### config.mk
export PLATFORM = sky130hd
export DESIGN_NAME = extruded_glyph_rasterizer
export DESIGN_NICKNAME = d
export VERILOG_FILES = /design/src/design/egr_pkg.sv /design/src/design/extruded_glyph_rasterizer.sv /design/src/design/egr_ctrl.sv /design/src/design/egr_datapath.sv
export SDC_FILE = /design/constraint.sdc
export NUM_CORES = 1
export LEC_CHECK = 0
export ABC_AREA = 0
export BUFFER_PORTS_ARGS = -buffer_cell sky130_fd_sc_hd__buf_2
export CELL_PAD_IN_SITES_DETAIL_PLACEMENT = 0
export CELL_PAD_IN_SITES_GLOBAL_PLACEMENT = 1
export CORE_MARGIN = 4
export CORE_UTILIZATION = 46
export DETAILED_ROUTE_END_ITERATION = 8
export PLACE_DENSITY = 0.84
export REMOVE_ABC_BUFFERS = 1
export SYNTH_ARGS = -nofsm -noshare
export SYNTH_HDL_FRONTEND = slang
export SYNTH_SLANG_ARGS = --single-unit
### constraint.sdc
create_clock -name clk -period 5.9 [get_ports clk]
set_input_delay 0.295 -clock clk [delete_from_list [all_inputs] [get_ports clk]]
set_output_delay 0.295 -clock clk [all_outputs]
set_load 0.005 [all_outputs]
### src/design/egr_pkg.sv
// Shared constants, glyph table and controller/datapath types for the glyph rasterizer.
`timescale 1ns / 1ps

package egr_pkg;

  // Framebuffer row pitch in words.
  localparam int ROW_WIDTH   = 1024;
  // Number of glyphs in the table.
  localparam int GLYPH_COUNT = 64;
  // Depth runs while four times the step stays below this limit.
  localparam int DEPTH_LIMIT = 92;

  // Number of depth steps per row, and the counter width that holds them.
  localparam int DEPTH_STEPS = (DEPTH_LIMIT + 3) / 4;
  localparam int DEPTH_W     = $clog2(DEPTH_STEPS + 1);

  // Walk geometry.
  localparam int POS_W     = 8;
  localparam int ROW_STEP  = 5;
  localparam int SUB_ROWS  = 4;
  localparam int MAX_SHIFT = 6;

  // Input field widths.
  localparam int CODE_W  = 6;
  localparam int ORG_W   = 10;
  localparam int SHIFT_W = 3;
  localparam int GLYPH_W = 9;

  // Output field widths.
  localparam int INDEX_W = 32;
  localparam int COLOR_W = 24;

  // Colors.
  localparam logic [COLOR_W-1:0] COLOR_FRONT  = 24'hffffff;
  localparam logic [COLOR_W-1:0] COLOR_BOTTOM = 24'h080808;
  localparam logic [7:0]         GREY_TOP     = 8'h3f;

  // Action codes on the input channel.
  localparam logic ACT_TICK  = 1'b0;
  localparam logic ACT_START = 1'b1;

  // 3x3 glyph bitmaps, bit (col + 3*row).
  localparam logic [GLYPH_W-1:0] GLYPH_ROM [GLYPH_COUNT] = '{
    9'h000, 9'h089, 9'h02d, 9'h145, 9'h0fe, 9'h1ff, 9'h1eb, 9'h012,
    9'h19e, 9'h0f3, 9'h155, 9'h0ba, 9'h052, 9'h038, 9'h010, 9'h054,
    9'h1ef, 9'h1d3, 9'h193, 9'h1f7, 9'h13d, 9'h0d6, 9'h1f9, 9'h127,
    9'h1fe, 9'h13f, 9'h082, 9'h052, 9'h18e, 9'h1c7, 9'h0e3, 9'h077,
    9'h1aa, 9'h17a, 9'h1fb, 9'h1cf, 9'h0eb, 9'h1df, 9'h05f, 9'h1eb,
    9'h17d, 9'h1d7, 9'h1ec, 9'h15d, 9'h1c9, 9'h17f, 9'h16f, 9'h1ef,
    9'h07f, 9'h13f, 9'h04f, 9'h0d6, 9'h097, 9'h1ed, 9'h0ad, 9'h1fd,
    9'h155, 9'h095, 9'h193, 9'h1cf, 9'h111, 9'h1e7, 9'h02a, 9'h1c0
  };

  // Controller states.
  typedef enum logic {
    ST_IDLE,
    ST_WALK
  } state_t;

  // Commands from controller to datapath.
  typedef struct packed {
    logic load;   // capture a result into the output register
    logic start;  // latch a new glyph and clear the walk counters
    logic step;   // process one walk slot and advance the counters
  } cmd_t;

  // Status from datapath to controller.
  typedef struct packed {
    logic walk_end;  // the current slot is the last one of the walk
  } status_t;

endpackage

### src/design/extruded_glyph_rasterizer.sv
// Top level of the extruded glyph rasterizer: controller and datapath.
`timescale 1ns / 1ps

// Every input item, start or tick, yields exactly one result item in the cycle
// after it is accepted. The block takes one item per clock cycle: the
// address, cell lookup and shade of a walk slot are computed in the cycle the
// tick is accepted and land in a single output register, so a new item is
// taken whenever that register is empty or is being read in the same cycle.
// The sustained rate is therefore one item per cycle, set only by how fast
// the downstream side takes results. A start item aborts any walk in progress.
module extruded_glyph_rasterizer (
  input  logic        clk,
  input  logic        rst_n,
  input  logic        in_tvalid,
  output logic        in_tready,
  input  logic [31:0] in_tdata,   // char_code[5:0], origin_x[15:6], origin_y[25:16],
                                  // scale_shift[28:26], zero[31:29]
  input  logic        in_tuser,   // action: 0 tick, 1 start
  output logic        out_tvalid,
  input  logic        out_tready,
  output logic [55:0] out_tdata,  // pixel_index[31:0], pixel_color[55:32]
  output logic        out_tuser,  // write_enable
  output logic        out_tlast   // glyph_done
);

  egr_pkg::cmd_t    cmd;
  egr_pkg::status_t status;

  // Handshake and walk control.
  egr_ctrl u_ctrl (
    .clk        (clk),
    .rst_n      (rst_n),
    .in_tvalid  (in_tvalid),
    .in_action  (in_tuser),
    .in_tready  (in_tready),
    .out_tvalid (out_tvalid),
    .out_tready (out_tready),
    .status     (status),
    .cmd        (cmd)
  );

  // Pixel generation.
  egr_datapath u_datapath (
    .clk          (clk),
    .rst_n        (rst_n),
    .cmd          (cmd),
    .status       (status),
    .char_code    (in_tdata[5:0]),
    .origin_x     (in_tdata[15:6]),
    .origin_y     (in_tdata[25:16]),
    .scale_shift  (in_tdata[28:26]),
    .write_enable (out_tuser),
    .pixel_index  (out_tdata[31:0]),
    .pixel_color  (out_tdata[55:32]),
    .glyph_done   (out_tlast)
  );

endmodule

### src/design/egr_ctrl.sv
// Controller: walk state, input/output handshake and datapath commands.
`timescale 1ns / 1ps

module egr_ctrl (
  input  logic              clk,
  input  logic              rst_n,
  input  logic              in_tvalid,
  input  logic              in_action,
  output logic              in_tready,
  output logic              out_tvalid,
  input  logic              out_tready,
  input  egr_pkg::status_t  status,
  output egr_pkg::cmd_t     cmd
);

  egr_pkg::state_t state_r, state_nxt;
  logic            out_valid_r, out_valid_nxt;
  logic            accept;

  // State and output-valid registers.
  always_ff @(posedge clk) begin
    if (!rst_n) begin
      state_r     <= egr_pkg::ST_IDLE;
      out_valid_r <= 1'b0;
    end else begin
      state_r     <= state_nxt;
      out_valid_r <= out_valid_nxt;
    end
  end

  // Handshake, commands and next state.
  always_comb begin
    in_tready     = !out_valid_r || out_tready;
    accept        = in_tvalid && in_tready;
    cmd.load      = accept;
    cmd.start     = accept && (in_action == egr_pkg::ACT_START);
    cmd.step      = 1'b0;
    state_nxt     = state_r;
    out_valid_nxt = accept ? 1'b1 : (out_tready ? 1'b0 : out_valid_r);

    unique case (state_r)
      egr_pkg::ST_IDLE: begin
        if (cmd.start) begin
          state_nxt = egr_pkg::ST_WALK;
        end
      end
      egr_pkg::ST_WALK: begin
        cmd.step = accept && (in_action == egr_pkg::ACT_TICK);
        if (cmd.step && status.walk_end) begin
          state_nxt = egr_pkg::ST_IDLE;
        end
      end
      default: begin
        state_nxt = egr_pkg::ST_IDLE;
      end
    endcase
  end

  assign out_tvalid = out_valid_r;

endmodule

### src/design/egr_datapath.sv
// Datapath: glyph latch, walk counters, pixel address and shade, output register.
`timescale 1ns / 1ps

module egr_datapath (
  input  logic                              clk,
  input  logic                              rst_n,
  input  egr_pkg::cmd_t                     cmd,
  output egr_pkg::status_t                  status,
  input  logic [egr_pkg::CODE_W-1:0]        char_code,
  input  logic [egr_pkg::ORG_W-1:0]         origin_x,
  input  logic [egr_pkg::ORG_W-1:0]         origin_y,
  input  logic [egr_pkg::SHIFT_W-1:0]       scale_shift,
  output logic                              write_enable,
  output logic [egr_pkg::INDEX_W-1:0]       pixel_index,
  output logic [egr_pkg::COLOR_W-1:0]       pixel_color,
  output logic                              glyph_done
);

  logic [egr_pkg::GLYPH_W-1:0] glyph_r, glyph_nxt;
  logic [egr_pkg::ORG_W-1:0]   base_x_r, base_x_nxt;
  logic [egr_pkg::ORG_W-1:0]   base_y_r, base_y_nxt;
  logic [egr_pkg::SHIFT_W-1:0] shift_r, shift_nxt;
  logic [egr_pkg::POS_W-1:0]   col_r, col_nxt;
  logic [egr_pkg::POS_W-1:0]   row_r, row_nxt;
  logic [egr_pkg::DEPTH_W-1:0] dep_r, dep_nxt;
  logic [1:0]                  sub_r, sub_nxt;

  logic                        we_r;
  logic [egr_pkg::INDEX_W-1:0] idx_r;
  logic [egr_pkg::COLOR_W-1:0] color_r;
  logic                        done_r;

  logic [egr_pkg::POS_W:0]     gsize;
  logic [egr_pkg::POS_W:0]     row_next;
  logic [egr_pkg::POS_W:0]     col_next;
  logic [9:0]                  row_cell;
  logic [9:0]                  cell_idx;
  logic                        cell_set;
  logic                        last_sub;
  logic                        last_dep;
  logic                        last_row;
  logic                        last_col;
  logic [31:0]                 fx;
  logic [31:0]                 fy;
  logic [31:0]                 idx;
  logic [7:0]                  tri_d;
  logic [7:0]                  grey;
  logic [egr_pkg::COLOR_W-1:0] color;

  // Walk geometry and end-of-walk detection.
  always_comb begin
    gsize    = (9'd3 << shift_r) - 9'd1;
    row_next = {1'b0, row_r} + 9'(egr_pkg::ROW_STEP);
    col_next = {1'b0, col_r} + 9'd1;
    last_sub = (sub_r == 2'(egr_pkg::SUB_ROWS - 1));
    last_dep = (dep_r == egr_pkg::DEPTH_W'(egr_pkg::DEPTH_STEPS - 1));
    last_row = (row_next >= gsize);
    last_col = (col_next >= gsize);
    status.walk_end = last_sub && last_dep && last_row && last_col;
  end

  // Cell lookup in the 3x3 bitmap.
  always_comb begin
    row_cell = 10'(row_r >> shift_r);
    cell_idx = 10'(col_r >> shift_r) + (row_cell << 1) + row_cell;
    cell_set = (cell_idx < 10'd9) && glyph_r[cell_idx[3:0]];
  end

  // Pixel address with the diagonal depth offset.
  always_comb begin
    fx  = 32'(base_x_r) + 32'(col_r) + (32'(dep_r) << 1);
    fy  = 32'(base_y_r) + 32'(row_r) - 32'(col_r >> 2) + (32'(dep_r) << 1)
        + 32'(sub_r);
    idx = fx + fy * 32'(egr_pkg::ROW_WIDTH);
  end

  // Shade: white front face, fading grey depth, dark bottom rows.
  always_comb begin
    tri_d = (8'(dep_r) << 1) + 8'(dep_r);
    grey  = (tri_d > egr_pkg::GREY_TOP) ? 8'd0 : (egr_pkg::GREY_TOP - tri_d);
    if (dep_r == '0) begin
      color = egr_pkg::COLOR_FRONT;
    end else begin
      color = {grey, grey, grey};
    end
    if ((shift_r != '0) && ({1'b0, row_r} > (gsize - 9'd3))) begin
      color = egr_pkg::COLOR_BOTTOM;
    end
  end

  // Next values of the glyph latch and walk counters.
  always_comb begin
    glyph_nxt  = glyph_r;
    base_x_nxt = base_x_r;
    base_y_nxt = base_y_r;
    shift_nxt  = shift_r;
    col_nxt    = col_r;
    row_nxt    = row_r;
    dep_nxt    = dep_r;
    sub_nxt    = sub_r;
    if (cmd.start) begin
      glyph_nxt  = egr_pkg::GLYPH_ROM[char_code];
      base_x_nxt = origin_x;
      base_y_nxt = origin_y;
      shift_nxt  = (scale_shift > 3'(egr_pkg::MAX_SHIFT)) ?
                   3'(egr_pkg::MAX_SHIFT) : scale_shift;
      col_nxt    = '0;
      row_nxt    = '0;
      dep_nxt    = '0;
      sub_nxt    = '0;
    end else if (cmd.step) begin
      sub_nxt = sub_r + 2'd1;
      if (last_sub) begin
        sub_nxt = '0;
        dep_nxt = dep_r + egr_pkg::DEPTH_W'(1);
        if (last_dep) begin
          dep_nxt = '0;
          row_nxt = row_next[egr_pkg::POS_W-1:0];
          if (last_row) begin
            row_nxt = '0;
            col_nxt = col_next[egr_pkg::POS_W-1:0];
            if (last_col) begin
              col_nxt = '0;
            end
          end
        end
      end
    end
  end

  // Glyph latch and walk counters.
  always_ff @(posedge clk) begin
    if (!rst_n) begin
      glyph_r  <= '0;
      base_x_r <= '0;
      base_y_r <= '0;
      shift_r  <= '0;
      col_r    <= '0;
      row_r    <= '0;
      dep_r    <= '0;
      sub_r    <= '0;
    end else begin
      glyph_r  <= glyph_nxt;
      base_x_r <= base_x_nxt;
      base_y_r <= base_y_nxt;
      shift_r  <= shift_nxt;
      col_r    <= col_nxt;
      row_r    <= row_nxt;
      dep_r    <= dep_nxt;
      sub_r    <= sub_nxt;
    end
  end

  // Output register; a slot without a write carries zeros.
  always_ff @(posedge clk) begin
    if (cmd.load) begin
      we_r    <= cmd.step && cell_set;
      idx_r   <= (cmd.step && cell_set) ? idx : '0;
      color_r <= (cmd.step && cell_set) ? color : '0;
      done_r  <= cmd.step && status.walk_end;
    end
  end

  assign write_enable = we_r;
  assign pixel_index  = idx_r;
  assign pixel_color  = color_r;
  assign glyph_done   = done_r;

endmodule

Word level (Yosys, flattened, before mapping) --
Memory sizes are Yosys's and may differ from the RTL's. A register that Yosys moved wholly into a read port is not among the register bits. Index checks and enable logic that the tools add are counted.
Storage, ports and cells: register bits after elaboration 106, bits in latches 0, bits in writable memories 0, memory bits (read-only) 576, bits of input ports 37, logic and storage cells 87, memories kept 1
Cells by class: add/subtract/negate cells 17, multipliers 0, divide/modulo/power cells 0, $lt $le $gt $ge 7, equality and inequality tests 2, shifts and indexed selects 3, multiplexer cells 16, bitwise logic cells 5, reduce and logical (&&, ||, !) cells 22
Memory list:
- (name not given) | words 64, bits a word 9, read ports 1, clocked after memory_dff 1, wr ports 0, line egr_datapath.sv:102 | glyph_nxt = egr_pkg::GLYPH_ROM[char_code];
Operators by type and width (count):
- $add 32x32->32 | 1
- $add 32x6->32 | 1
- $mux 24 | 1
- $mux 8 | 3
- $add 10x8->11 | 2
- $add 22x2->22 | 1
- $add 22x6->22 | 1
- $sub 22x6->22 | 1
- $add 10x10->10 | 2
- $mux 20 | 1
- $shr 8x3->10 | 2
- $ge 9x9->1 | 2
- $logic_and 1x1->1 | 11
- $lt 10x4->1 const B | 1
- $add 8x1->9 const B | 1
- $add 8x3->9 const B | 1
- $gt 8x9->1 | 1
- $shl 2x3->9 const A | 1
- $sub 9x1->9 const B | 1
- $sub 9x2->9 const B | 1
- $gt 8x6->1 const B | 1
- $sub 6x8->8 const A | 1
- $add 6x5->7 | 1
- $not 6->7 | 1
- 22 further kinds | 32

Logic depth before layout (Yosys ltp) --
depth after elaboration 9, mapped depth 20, depth with buffers taken out 19

Hierarchy --
A second synthesis with hierarchy kept.
Unflattened totals: cells, all modules 987, area, all modules 8575.7 µm²
By module, submodules not included:
- egr_datapath | times used 1, cells an instance 975, area each 8458.1 µm²
- egr_ctrl | times used 1, cells an instance 12, area each 117.6 µm²

Least setup slack after synthesis --
No wires, ideal clock.
kind reg-to-reg, start register u_datapath.row_r[0] in the netlist's numbering, end register u_datapath.idx_r, in the netlist u_datapath.pixel_index[24], data pin, setup time 0.254 ns, arrival 4.807 ns, data required time 5.646 ns, slack 0.839 ns, cell stages (with the launch flop) 17, buffers on the path 0, period minus slack after synthesis 5.061 ns, cell sequence dfxtp_1 ha_1 inv_1 fa_1 fa_1 fa_1 inv_1 ha_1 fa_1 a21o_1 a221oi_1 xor2_1 a2111oi_4 nand4_4 nor4b_4 mux2i_1 nor2_1
Between the ends: word-level cells in the longest chain between the ends 7, elaborated cells between the ends (all ways) 13, classes of those cells 7 x add/sub; 1 x order compare; 1 x shift; 2 x mux; 2 x reduce/logical
RTL lines:
- from (decl) | line egr_datapath.sv:24 | logic [egr_pkg::POS_W-1:0] row_r, row_nxt;
- from (signal assigned) | line egr_datapath.sv:148 | row_r <= row_nxt;
- branches (longest 7 deep; another with $add 32x32->32)
- to (signal assigned) | line egr_datapath.sv:158 | idx_r <= (cmd.step && cell_set) ? idx : '0;
- to (decl) | line egr_datapath.sv:29 | logic [egr_pkg::INDEX_W-1:0] idx_r;
Parallel ways; which one is timed is not known. The select of a mux whose other input is x is not followed. A chain may end at the register's enable or synchronous reset.

Worst setup path in the final report --
Ends and elaborated chain as after synthesis.

==> insert_results.sql <==
INSERT INTO impl_metrics (metric_group, metric, value, unit) VALUES
('status', 'outcome', 'complete, no violations', ''),
('sta', 'max_slew.worst_pin.slew', '1.05', 'ns'),
('floorplanning', 'core_area', '0.0196', 'mm²'),
('global_route', 'antenna_found_initial', '0', ''),
('floorplanning', 'row_count', '51', ''),
('setup_path', 'setup.reg_to_reg.worst_slack', '0.52', 'ns'),
('power', 'netSwitchingFraction', '32.1', '%'),
('global_route', 'track_usage', '19.8', '%'),
('clock_network', 'cts.repair.resized', '0', ''),
('yosys', 'postSynth.asyncResetShare', '0', '%'),
('clock_network', 'clock_tree_from_tritoncts', 'yes', ''),
('clock_network', 'worstSkewPairLatency', '0.36', 'ns'),
('yosys', 'post_synth_num_cell_types', '82', ''),
('floorplanning', 'die_h', '150', 'µm'),
('final_layout', 'layout.cells.most_common_list', '124 x nand2_1, 107 x ha_1, 93 x buf_2', ''),
('clock_network', 'cts_buffers', '9', ''),
('detailed_routing', 'drtAntennaViolNets', '0', ''),
('floorplanning', 'initial_utilization', '47.1', '%'),
('sta', 'rsz_0062_raised_after_global_routing', 'no', ''),
('final_layout', 'final_nets', '1300', ''),
('sta', 'setup_tns', '0', 'ns'),
('power', 'leakagePower', '4.46', 'nW'),
('power', 'p_clk_share', '33.7', '%'),
('detailed_routing', 'via_count', '7959', ''),
('clock_network', 'path_clk_slew', '0.08', 'ns'),
('clock_network', 'clock_sink_count', '98', ''),
('final_layout', 'multi_input_area', '0.00627', 'mm²'),
('placed_design', 'post-dp-hpwl', '16.7', 'mm'),
('placed_design', 'place.port_buffers', '93', ''),
('final_layout', 'filler_cell_count', '1916', ''),
('global_route', 'grt_pass1_wl', '36.1', 'mm'),
('final_layout', 'area.sequential', '0.00237', 'mm²'),
('setup_path', 'r2r-end', 'u_datapath.pixel_index[24]', ''),
('setup_path', 'worstPathCellList', 'ha_1 > inv_1 > fa_1 > fa_1 > fa_1 > inv_1 > ha_1 > fa_1 > a21o_1 > a221oi_1 > xor2_1 > a2111oi_4 > nand4_4 > nor4b_4 > mux2i_1 > nor2_1', ''),
('sta', 'finalSetupViolations', '0', ''),
('setup_path', 'worst_setup_path_startpoint', 'u_datapath.row_r[0]', ''),
('sta', 'post-route-min-period', '5.38', 'ns'),
('setup_path', 'crit_path_frequent_cell', 'fa_1', ''),
('final_layout', 'postLayoutCellArea', '0.0101', 'mm²'),
('floorplanning', 'ports', '97', ''),
('detailed_routing', 'drt-pass1-iter-count', '5', ''),
('clock_network', 'htree_levels', '3', ''),
('global_route', 'grt_start_max_net_pins', '45', ''),
('sta', 'final-max-slew-violation-count', '0', ''),
('detailed_routing', 'final_wirelength', '22.1', 'mm'),
('yosys', 'netlist.top_cell.by_area', 'ha_1', ''),
('setup_path', 'arrival', '5.48', 'ns'),
('global_route', 'global_route.overflow_total', '0', ''),
('power', 'switching_power', '0.568', 'mW'),
('power', 'cell_internal_pwr', '1.20', 'mW'),
('power', 'comb_power_share', '24.3', '%'),
('detailed_routing', 'via_per_inst', '5.66', ''),
('detailed_routing', 'wire_per_inst', '15.7', 'µm'),
('setup_path', 'largest_driver_fanout_on_the_critical_path', '5', ''),
('yosys', 'summed_instance_area_of_the_synthesized_netlist', '0.00923', 'mm²'),
('sta', 'finClkSkew', '0.0115', 'ns'),
('floorplanning', 'floorplan.die_area', '0.0224', 'mm²'),
('floorplanning', 'dieWidth', '150', 'µm'),
('yosys', 'synth_top_cell_area_share', '14.5', '%'),
('sta', 'timing_hold_violations_final', '0', ''),
('final_layout', 'post_layout_nonfiller_instances', '1407', ''),
('final_layout', 'postLayoutCoreUtil', '51.6', '%'),
('sta', 'timing.fmax', '0.186', 'GHz'),
('clock_network', 'cts_hold_buf', '0', ''),
('yosys', 'synth-edff-count', '41', ''),
('placed_design', 'placed_cell_area', '0.00980', 'mm²'),
('final_layout', 'diodes', '0', ''),
('yosys', 'ys_seq_area_share', '25.7', '%'),
('final_layout', 'layout_commonest_cell', 'nand2_1', ''),
('job', 'cap_violations', '0', ''),
('yosys', 'ys_ff_latch', '98', '');
per-stage QoR:
step                total power, mW  setup slack [ns]
global placement               1.18             0.548
finish                         1.77             0.520
floorplan                      1.06             0.806
global route                   1.86             0.204
detailed placement             1.19             0.550
CTS                            1.79             0.512
critical path: cells and delay by family, from the launching register on:
family | cells | cell delay (ns)
DFF | 1 | 0.34
xor gates and xnor gates | 1 | 0.21
and+or+nand+nor | 3 | 0.66
buffers and inverters | 2 | 0.10
AOI/OAI and AO/OA | 3 | 1.27
adders and majority gates | 6 | 2.33
muxes | 1 | 0.23
routing by layer:
layer | routed length [µm] | vias to the layer above | track usage [%] | share of wire, %
met4 | 410 | 0 | 6.00 | 1.9
met3 | 1160 | 29 | 1.91 | 5.2
met1 | 10000 | 3696 | 26.5 | 45
met5 | 0 | - | 0 | 0
met2 | 10500 | 233 | 34.0 | 48
li1 | - | 4001 | - | -
Yosys cell counts, types with 19 or more instances:
cell type	count
a21boi_0	28
a21o_1	21
a21oi_1	66
buf_4	19
clkbuf_1	47
dfxtp_1	57
edfxtp_1	41
fa_1	19
ha_1	107
inv_1	64
nand2_1	124
nand3_1	41
nor2_1	81
nor3_1	32
o21ai_0	58
xnor2_1	33
xor2_1	20
cell families (layout without fill, tap and decap cells):
group | after synthesis | in the layout | share of synthesized area [%]
compound gates | 271 | 271 | 19.8
xor+xnor | 53 | 53 | 5.03
fa+ha+maj | 126 | 126 | 18.6
buf+inv | 136 | 190 | 6.43
flops | 98 | 98 | 25.7
mux | 29 | 29 | 4.58
simple gates | 375 | 375 | 19.8
power groups by stage:
stage / Combinational [mW] / Sequential, mW / Clock (mW)
after floorplan: 0.293 / 0.763 / 0
after global placement: 0.424 / 0.758 / 0
after detailed placement: 0.428 / 0.759 / 0
after CTS: 0.430 / 0.743 / 0.612
after global routing: 0.481 / 0.746 / 0.638
final: 0.431 / 0.743 / 0.597
layout make-up:
type                            count  share of cell area, %
Clock buffer                        9                   2.23
Sequential cell                    98                   23.5
Timing Repair Buffer              108                   5.72
Multi-Input combinational cell    854                   62.1
Tap cell                          265                   3.28
Inverter                           66                   2.45
Clock inverter                      7                  0.756
flip-flops by register name, indices dropped and copies added, names as in the netlist, 2 cells and up:
| signal | flops |
|---|---|
| u_datapath.base_x_r | 10 |
| u_datapath.base_y_r | 10 |
| u_datapath.col_r | 8 |
| u_datapath.dep_r | 5 |
| u_datapath.glyph_r | 9 |
| u_datapath.pixel_color | 7 |
| u_datapath.pixel_index | 32 |
| u_datapath.row_r | 8 |
| u_datapath.shift_r | 3 |
| u_datapath.sub_r | 2 |
worst min path at each step:
stage / from / end / slack, ns / depth (start not counted)
after floorplan: rst_n / u_datapath.glyph_r[2] / 0.42 / 1
after global placement: u_datapath.glyph_r[5] / u_datapath.glyph_r[5] / 0.46 / 2
after detailed placement: u_datapath.glyph_r[5] / u_datapath.glyph_r[5] / 0.46 / 2
after CTS: in_tdata[20] / u_datapath.base_y_r[4] / 0.17 / 3
after global routing: in_tdata[19] / u_datapath.base_y_r[3] / 0.18 / 3
final: in_tdata[20] / u_datapath.base_y_r[4] / 0.18 / 3
Power figures use the tool's default switching activity.
